`src/rtl/sis_pkg.sv`:
```
package sis_pkg;

    // Store depth and field widths
    localparam int MAX_ITEMS = 64;
    localparam int KEY_BITS  = 16;
    localparam int TAG_BITS  = 10;

    // One stored entry of the cell chain
    typedef struct packed {
        logic                valid;
        logic [KEY_BITS-1:0] key;
        logic [TAG_BITS-1:0] tag;
    } t_entry;

    // Broadcast control from the sequencer to every cell
    typedef struct packed {
        logic                ins;   // place the broadcast item into the chain
        logic                pop;   // shift the chain toward cell 0 by one
        logic [KEY_BITS-1:0] key;
        logic [TAG_BITS-1:0] tag;
    } t_cell_ctrl;

    typedef enum logic {
        ST_FILL,
        ST_DRAIN
    } t_state;

endpackage

```
`src/rtl/sis_cell.sv`:
```
module sis_cell (
    input  logic                i_clk,
    input  logic                i_rst_n,
    input  sis_pkg::t_cell_ctrl i_ctrl,
    input  sis_pkg::t_entry     i_left,
    input  logic                i_left_shift,
    input  sis_pkg::t_entry     i_right,
    output sis_pkg::t_entry     o_entry,
    output logic                o_shift
);
    import sis_pkg::*;

    logic                r_valid;
    logic [KEY_BITS-1:0] r_key;
    logic [TAG_BITS-1:0] r_tag;
    logic                n_valid;
    logic [KEY_BITS-1:0] n_key;
    logic [TAG_BITS-1:0] n_tag;

    // An empty cell, or one holding a strictly greater key, makes room.
    // Equal keys stay put, which keeps the order stable.
    assign o_shift = !r_valid || (r_key > i_ctrl.key);
    assign o_entry = '{valid: r_valid, key: r_key, tag: r_tag};

    // Next entry: drain from the right, or insert / take from the left
    always_comb begin
        n_valid = r_valid;
        n_key   = r_key;
        n_tag   = r_tag;
        if (i_ctrl.pop) begin
            n_valid = i_right.valid;
            n_key   = i_right.key;
            n_tag   = i_right.tag;
        end else if (i_ctrl.ins && o_shift) begin
            if (i_left_shift) begin
                n_valid = i_left.valid;
                n_key   = i_left.key;
                n_tag   = i_left.tag;
            end else begin
                n_valid = 1'b1;
                n_key   = i_ctrl.key;
                n_tag   = i_ctrl.tag;
            end
        end
    end

    always_ff @(posedge i_clk) begin
        if (!i_rst_n) begin
            r_valid <= 1'b0;
        end else begin
            r_valid <= n_valid;
        end
    end

    // Payload carries no reset
    always_ff @(posedge i_clk) begin
        r_key <= n_key;
        r_tag <= n_tag;
    end

endmodule

```
`config.mk`:
```
export PLATFORM = sky130hd
export DESIGN_NAME = sis_cell
export DESIGN_NICKNAME = d
export VERILOG_FILES = /design/src/rtl/sis_pkg.sv /design/src/rtl/sis_cell.sv
export SDC_FILE = /design/constraint.sdc
export NUM_CORES = 1
export LEC_CHECK = 0
export ABC_AREA = 1
export BUFFER_PORTS_ARGS = -buffer_cell sky130_fd_sc_hd__buf_2
export CAP_MARGIN = 30
export CORE_ASPECT_RATIO = 1.4
export CORE_MARGIN = 3
export CORE_UTILIZATION = 35
export DETAILED_ROUTE_END_ITERATION = 16
export PLACE_DENSITY = 0.67
export SYNTH_ARGS = -nofsm -noshare
export SYNTH_HDL_FRONTEND = slang
export SYNTH_SLANG_ARGS = --single-unit
```
`constraint.sdc`:
```
create_clock -name i_clk -period 3.7 [get_ports i_clk]
set_input_delay 0.37 -clock i_clk [delete_from_list [all_inputs] [get_ports i_clk]]
set_output_delay 0.37 -clock i_clk [all_outputs]
set_load 0.05 [all_outputs]
```
[After elaboration in Yosys (flattened, before gate mapping)]
Cells that the tools add are included.
Word-level totals
  bits of input ports: 85
  register bits after elaboration: 27
  word-level logic and storage cells: 17
  output and inout port bits: 28
Cells by class
  magnitude comparators: 1
  muxes and demuxes: 9
  reduce and logical (&&, ||, !) cells: 4
Operator list (number)
  16-bit 2-to-1 mux: 3
  10-bit 2-to-1 mux: 3
  16-bit > comparator: 1
  1-bit 2-to-1 mux: 3
  2-bit nonzero test: 1
  1-bit logical AND: 1
  1-bit zero test: 1
  1-bit logical OR: 1

[Depth between registers and ports, before layout]
Gate-level depths: netlist of the first run.
  word-level depth: 5
  depth in mapped cells: 16

[Worst setup path before layout of the first run]
No wires, ideal clock.
  path type: register -> register
  start: register r_key[15]
  end: register r_key[0] (enable)
  arrival: 2090 ps
  setup time: 368 ps
  stages on the path, launching flop included: 12
  required time: 3332 ps
  buffers on the path: 0
  path slack: 1242 ps
  path through: edfxtp_1 -> ha_1 -> nand2_1 -> inv_2 -> nand3_1 -> nor2_2 -> nand2_1 -> nand2_1 -> nand2_1 -> nand2_2 -> nand2_2 -> nand2_2
On the way
  word-level cells in the longest chain between the ends: 4
RTL lines
  start, declared: RTL line sis_cell.sv:14  | logic [KEY_BITS-1:0] r_key;
  start signal, assigned: RTL line sis_cell.sv:57  | r_key <= n_key;
  16-bit > comparator: RTL line sis_cell.sv:22  | assign o_shift = !r_valid || (r_key > i_ctrl.key);
  1-bit logical OR: RTL line sis_cell.sv:22
  net o_shift: RTL line sis_cell.sv:9  | output logic o_shift
  1-bit logical AND: RTL line sis_cell.sv:34  | end else if (i_ctrl.ins && o_shift) begin
  2-bit nonzero test (no line)
The timed path passes the listed nets, and every way through them passes these cells.
A chain may end at the register's enable or synchronous reset.

[Final worst setup path of the first run]
  start: register r_key[15]
  end: output port o_shift
On the way
  word-level cells in the longest chain between the ends: 2
RTL lines (RTL line)
  16-bit > comparator: sis_cell.sv:22
  1-bit logical OR: sis_cell.sv:22
  end, declared: sis_cell.sv:9
Every way passes these cells.

==> results of run 1 <==
per-stage QoR:
step | setup WS (ns) | utilization, %
final | 1.51 | 49.9
after floorplan | 1.24 | -
after CTS | 1.47 | 49.9
after global placement | 1.44 | 48.9
after detailed placement | 1.40 | 48.9
after global routing | 1.29 | 49.9
flip-flops by register name, summed over array words and instances (netlist names):
signal   cells
r_key       16
r_tag       10
r_valid      1
kinds of logic after synthesis:
group                    count (synthesis)
AO/OA/AOI/OAI                           62
AND/OR/NAND/NOR                         74
adder cells (fa/ha/maj)                 16
buffers and inverters                   36
flip-flops                              27
routing by layer:
| metal | share of wire [%] | GRT usage (%) | vias to the layer above |
|---|---|---|---|
| li1 | - | - | 942 |
| met1 | 41 | 18.9 | 827 |
| met2 | 51 | 27.8 | 71 |
| met3 | 7.0 | 2.57 | 2 |
| met4 | 0.93 | 5.08 | 0 |
| met5 | 0 | 0 | - |
how the worst max path moves through the flow:
stage	from	slack, ns	cells past startpoint	end
CTS	r_key[15]	1.47	11	r_tag[4]
floorplan	r_key[15]	1.24	11	r_key[0]
detailed placement	i_ctrl[25]	1.40	13	r_tag[2]
finish	r_key[15]	1.51	10	o_shift
global placement	i_ctrl[25]	1.44	13	r_tag[1]
global route	r_key[7]	1.29	11	r_tag[1]
area by class of cell:
class	instances	area (um2)	area share (%)
clock buffer	3	41.3	1.67
sequential	27	801	32.4
timing repair buffer	113	568	23.0
clock inverter	1	5.00	0.203
tap	64	80.1	3.24
multi-input combinational	152	886	35.8
inverter	24	90.1	3.65
power groups by stage:
| stage | Combinational (mW) | Clock, mW | Sequential (mW) |
|---|---|---|---|
| 5_1_grt | 0.354 | 0.189 | 0.390 |
| 6_report | 0.320 | 0.170 | 0.386 |
| 3_5_place_dp | 0.324 | 0 | 0.393 |
| 4_1_cts | 0.325 | 0.179 | 0.386 |
| 3_3_place_gp | 0.320 | 0 | 0.393 |
| 2_1_floorplan | 0.124 | 0 | 0.496 |
cell usage after synthesis (all sizes together), types with 3 or more instances:
cell type  count  area share, %
o211ai        13            5.3
nor2          21            4.4
a21oi         33            9.4
clkbuf         3            1.2
o21a          13            5.3
nand3          3           0.81
ha            16             11
buf            9            2.4
inv           24            4.9
edfxtp        26             42
nand2         49             10
cells in the final DEF, fill, tap and decap left out, drive strengths merged:
master and count:
buf 113, clkbuf 3, a21oi 33, nand4 1
o21a 13, clkinv 1, nand2 49, dfxtp 1
a21o 1, o21ai 1, o211ai 13, o31ai 1
ha 16, edfxtp 26, inv 24, nor2 21
nand3 3
tightest hold or removal path: cells and delay by family:
family | cells | cell delay (ns)
compound gates | 2 | 0.11
buf+inv | 1 | 0.10
==> impl_metrics.py, run 1 <==
metrics = {
    "power_and_ir_drop": {
        "peakVddDrop_mv": 0.169,
        "clock_power_share_pct": 19.4,
        "power.net_switching_mw": 0.323,
        "swShare_pct": 36.9,
        "intPower_mw": 0.552,
        "p_total_mw": 0.876,
        "share_seq_of_total_power_pct": 44.1,
        "p_per_area_nw_per_um2": 354,
        "power_frac_comb_pct": 36.5,
        "cellLeakagePower_nw": 1.25,
    },
    "worst_setup_path": {
        "r2r_end": "r_tag[5]",
        "start_kind": "flop",
        "max_stage_delay_ns": 0.40,
        "endpoint_kind": "output port",
        "crit_required_ns": 3.33,
        "critPathBufInv": 2,
        "rrSetupSlack_ns": 1.53,
        "cpMostUsedCell": "nand2_1",
        "critPathKind": "flop to output port",
        "crit_family": "simple AND/OR/NAND/NOR gates",
        "r2r_start": "r_key[15]",
        "cpMaxStageDelayCell": "edfxtp_1",
        "r2r_cells": 11,
        "cp.arrival_ns": 1.82,
        "cp_max_fo": 2,
        "path_cells": "ha_1 -> nand2_1 -> inv_2 -> nand3_1 -> nor2_2 -> nand2_1 -> nand2_1 -> nand2_1 -> nand2_2 -> buf_2",
    },
    "timing": {
        "setup_violations": 0,
        "fin_setup_tns_ns": 0,
        "hold_slack_ns": 0.361,
        "fin_crit_sh_pct": 59.1,
        "relSlewSlack_pct": 51.9,
        "grt_setup_unrepaired": "no",
        "slew_violations": 0,
        "clock_skew_ns": 0.00206,
        "worst_pin_slew_ns": 0.722,
        "fmax_mhz": 457,
        "hold_viol_final": 0,
        "period_minus_slack_ns": 2.19,
    },
    "floorplanning": {
        "rows": 30,
        "dieHeight_um": 91.8,
        "io_pins": 113,
        "initial_core_util_pct": 37.2,
        "die_w_um": 67.3,
        "dieArea_um2": 6180,
        "core-area_um2": 4950,
    },
    "final_layout": {
        "fillers": 503,
        "synthToLayoutAreaGrowth_pct": 34.2,
        "instances_no_fill": 384,
        "design_area_um2": 2470,
        "antenna_cells": 0,
        "drive_above_1_share_pct": 39.1,
        "final_nets": 422,
    },
    "routing": {
        "totalWireLength_mm": 4.75,
        "vias_per_cell": 4.80,
        "vias": 1842,
        "drc_errors": 0,
        "drt-initial-drc-count": 41,
        "dr.pass1.iters": 4,
        "drtAntennaViolNets": 0,
        "post_drt_wl_per_cell_um": 12.4,
    },
    "logic_synthesis": {
        "ys_types": 23,
        "syn_avg_cell_area_um2": 8.57,
        "ys_seq_area_share_pct": 43.5,
        "synth_compound_area_share_pct": 21.3,
        "yosys.area_share.simple_pct": 16.0,
        "synth_seq_cells": 27,
        "synth_top_family_by_area": "compound AO/OA/AOI/OAI gates",
        "synthCells": 215,
        "synthXorXnorAreaFrac_pct": 0,
        "synth_area_um2": 1840,
        "syn_nets": 316,
        "synth_edf_count": 26,
        "synthAdderAreaFrac_pct": 10.9,
        "async_flop_share_pct": 0,
        "synthFlopType": "edfxtp_1",
        "yosys_warnings": 0,
        "synthMuxAreaShare_pct": 0,
    },
    "run": {
        "maxCapViolCount": 0,
    },
    "clocking": {
        "htreeDepth": 1,
        "post_cts_buffers": 0,
        "cts.sinks": 27,
        "clockBufferDepth": 2,
        "clkTransAtPathRegs_ns": 0.09,
        "ctsHoldBuffers": 0,
        "cts_resized": 0,
        "numCtsBuffers": 3,
        "clkLatencyLatePin_ns": 0.27,
        "cts_root_buf": "clkbuf_8",
        "tritoncts": "built",
    },
    "global_routing": {
        "first_global_vias": 1795,
        "grt_max_degree": 41,
        "grt_pass1_wl_mm": 7.65,
        "grt_antenna_before_repair": 0,
        "grt_overflow": 0,
        "grt_use_total_pct": 15.8,
    },
    "placement": {
        "gp_congestion": 0.776,
        "port_buffers": 112,
        "dp.cells": 380,
        "dp_hpwl_mm": 3.72,
        "place_area_um2": 2420,
    },
    "hold_path": {
        "min_path_cells": 3,
        "holdPathEnd": "r_valid",
        "hold_class": "primary input to flop",
        "min_from": "i_rst_n",
    },
    "outcome": {
        "outcome": "finished, final reports clean",
    },
}
(Power assumes the default switching activity.)
==> run 2: changes to the inputs <==
--- a/config.mk
+++ b/config.mk
@@ -12,7 +12,7 @@
 export CORE_MARGIN = 3
 export CORE_UTILIZATION = 35
 export DETAILED_ROUTE_END_ITERATION = 16
-export PLACE_DENSITY = 0.67
+export PLACE_DENSITY = 0.7
 export SYNTH_ARGS = -nofsm -noshare
 export SYNTH_HDL_FRONTEND = slang
 export SYNTH_SLANG_ARGS = --single-unit
==> constraint.sdc (replaced) <==
create_clock -name i_clk -period 1.8 [get_ports i_clk]
set_input_delay 0.18 -clock i_clk [delete_from_list [all_inputs] [get_ports i_clk]]
set_output_delay 0.18 -clock i_clk [all_outputs]
set_load 0.05 [all_outputs]
==> impl_metrics.py, run 2 (synthesis gave the netlist of run 1 again) <==
metrics = {
    "placement": {
        "gp_congestion": 0.767,
        "dp.cells": 392,
        "dp_hpwl_mm": 4.13,
        "port_buffers": 112,
    },
    "worst_setup_path": {
        "cp.arrival_ns": 1.78,
        "endpoint_kind": "output port",
        "r2r_end": "r_key[14]",
        "cp_max_fo": 2,
        "crit_required_ns": 1.62,
        "start_kind": "flop",
        "r2r_cells": 10,
        "critPathKind": "flop to output port",
        "r2r_start": "r_key[13]",
        "rrSetupSlack_ns": -0.15,
    },
    "final_layout": {
        "final_cell_mix": "buf_2, nand2_1, a21oi_1",
        "largest_reg_flops": 16,
        "instances_no_fill": 406,
        "drive_above_1_share_pct": 46.8,
        "reg_top3": "r_key x16, r_tag x10, r_valid x1",
        "layout_commonest_cell": "buf_2",
        "final_nets": 444,
        "regMostFlops": "r_key",
        "synthToLayoutAreaGrowth_pct": 55.7,
        "antenna_cells": 0,
    },
    "clocking": {
        "htreeDepth": 1,
        "clockBufferDepth": 2,
        "tritoncts": "built",
        "cts_root_buf": "clkbuf_8",
        "numCtsBuffers": 3,
        "cts.sinks": 27,
        "clkLatencyLatePin_ns": 0.27,
        "ctsHoldBuffers": 0,
        "clkTransAtPathRegs_ns": 0.09,
    },
    "power_and_ir_drop": {
        "peakVddDrop_mv": 0.461,
        "cellLeakagePower_nw": 1.38,
        "p_per_area_nw_per_um2": 687,
    },
    "timing": {
        "hold_viol_final": 0,
        "fin_crit_sh_pct": 109,
        "slew_violations": 0,
        "clock_skew_ns": 0.00597,
        "fin_setup_tns_ns": -3.77,
        "grt_setup_unrepaired": "yes",
        "period_minus_slack_ns": 1.96,
        "worst_pin_slew_ns": 0.485,
        "fmax_mhz": 511,
        "relSlewSlack_pct": 67.7,
        "setup_violations": 28,
        "setup_ws_ns": -0.157,
    },
    "floorplanning": {
        "die_w_um": 67.3,
        "io_pins": 113,
        "core-area_um2": 4950,
        "dieHeight_um": 91.8,
        "rows": 30,
        "initial_core_util_pct": 37.2,
        "dieArea_um2": 6180,
    },
    "hold_path": {
        "min_path_cells": 3,
        "holdPathEnd": "r_valid",
        "hold_class": "primary input to flop",
        "min_from": "i_rst_n",
    },
    "run": {
        "maxCapViolCount": 0,
    },
    "global_routing": {
        "grt_max_degree": 30,
        "grt_antenna_before_repair": 0,
        "grt_pass1_wl_mm": 8.46,
        "grt_overflow": 0,
        "grt_use_total_pct": 17.7,
        "first_global_vias": 1938,
    },
    "outcome": {
        "violations": "negative setup slack",
        "outcome": "complete, but fails checks",
    },
    "routing": {
        "dr.pass1.iters": 4,
        "vias": 1981,
        "drt-initial-drc-count": 44,
        "post_drt_wl_per_cell_um": 13.5,
        "vias_per_cell": 4.88,
        "drtAntennaViolNets": 0,
        "drc_errors": 0,
        "totalWireLength_mm": 5.49,
    },
}
==> run 2: per-stage QoR <==
stage | power (mW) | utilization (%) | setup WS (ns) | hold slack [ns] | cell area, um2
after floorplan | 1.30 | - | -0.359 | 0.321 | 1890
after global placement | 1.53 | 52.1 | -0.0732 | 0.433 | 2580
after detailed placement | 1.54 | 52.1 | -0.166 | 0.442 | 2580
after CTS | 1.93 | 55.4 | -0.156 | 0.152 | 2750
after global routing | 2.10 | 57.9 | -0.270 | 0.168 | 2870
final | 1.97 | 57.9 | -0.157 | 0.159 | 2870
==> run 2: critical path, stage by stage, from the launching register on <==
cell	delay [ns]
edfxtp_1	0.44
ha_4	0.30
buf_4	0.12
nand3_4	0.08
nor2_4	0.15
nand2_2	0.07
nand2_2	0.08
nand2_4	0.07
nand2_8	0.07
buf_12	0.13
==> run 2: worst max-delay path by stage <==
stage / start / to / slack (ns) / depth (start not counted)
2_1_floorplan: r_key[15] / r_key[0] / -0.36 / 11
3_3_place_gp: r_key[15] / r_key[2] / -0.07 / 11
3_5_place_dp: r_key[15] / r_key[2] / -0.17 / 11
4_1_cts: r_key[9] / o_shift / -0.16 / 8
5_1_grt: r_key[7] / o_shift / -0.27 / 10
6_report: r_key[13] / o_shift / -0.16 / 9
==> run 2: layout make-up <==
| type | instances | area (um2) |
|---|---|---|
| Tap cell | 64 | 80.1 |
| Sequential cell | 27 | 801 |
| Clock buffer | 4 | 45.0 |
| Inverter | 24 | 92.6 |
| Multi-Input combinational cell | 155 | 1110 |
| Timing Repair Buffer | 132 | 738 |
| Fill cell | 470 | 2090 |
==> run 2: where the power goes <==
part | internal, mW | switching, mW
Combinational | 0.312 | 0.517
Clock | 0.158 | 0.180
Sequential | 0.767 | 0.0348
==> run 2: timing repair <==
| action | CTS | global route |
|---|---|---|
| gates resized for setup | 9 | 14 |
| setup buffers | 4 | 3 |
| pin swaps | 9 | 8 |
| cloned | 3 | 0 |
| endpoints found under the setup margin | 28 | 28 |
==> run 2: routing by layer <==
| metal | track usage, % | vias to the layer above | wire, um | share of wire (%) |
|---|---|---|---|---|
| li1 | - | 992 | - | - |
| met2 | 31.7 | 63 | 2950 | 54 |
| met5 | 0 | - | 0 | 0 |
| met1 | 21.6 | 917 | 2180 | 40 |
| met3 | 1.59 | 9 | 262 | 4.8 |
| met4 | 5.58 | 0 | 104 | 1.9 |
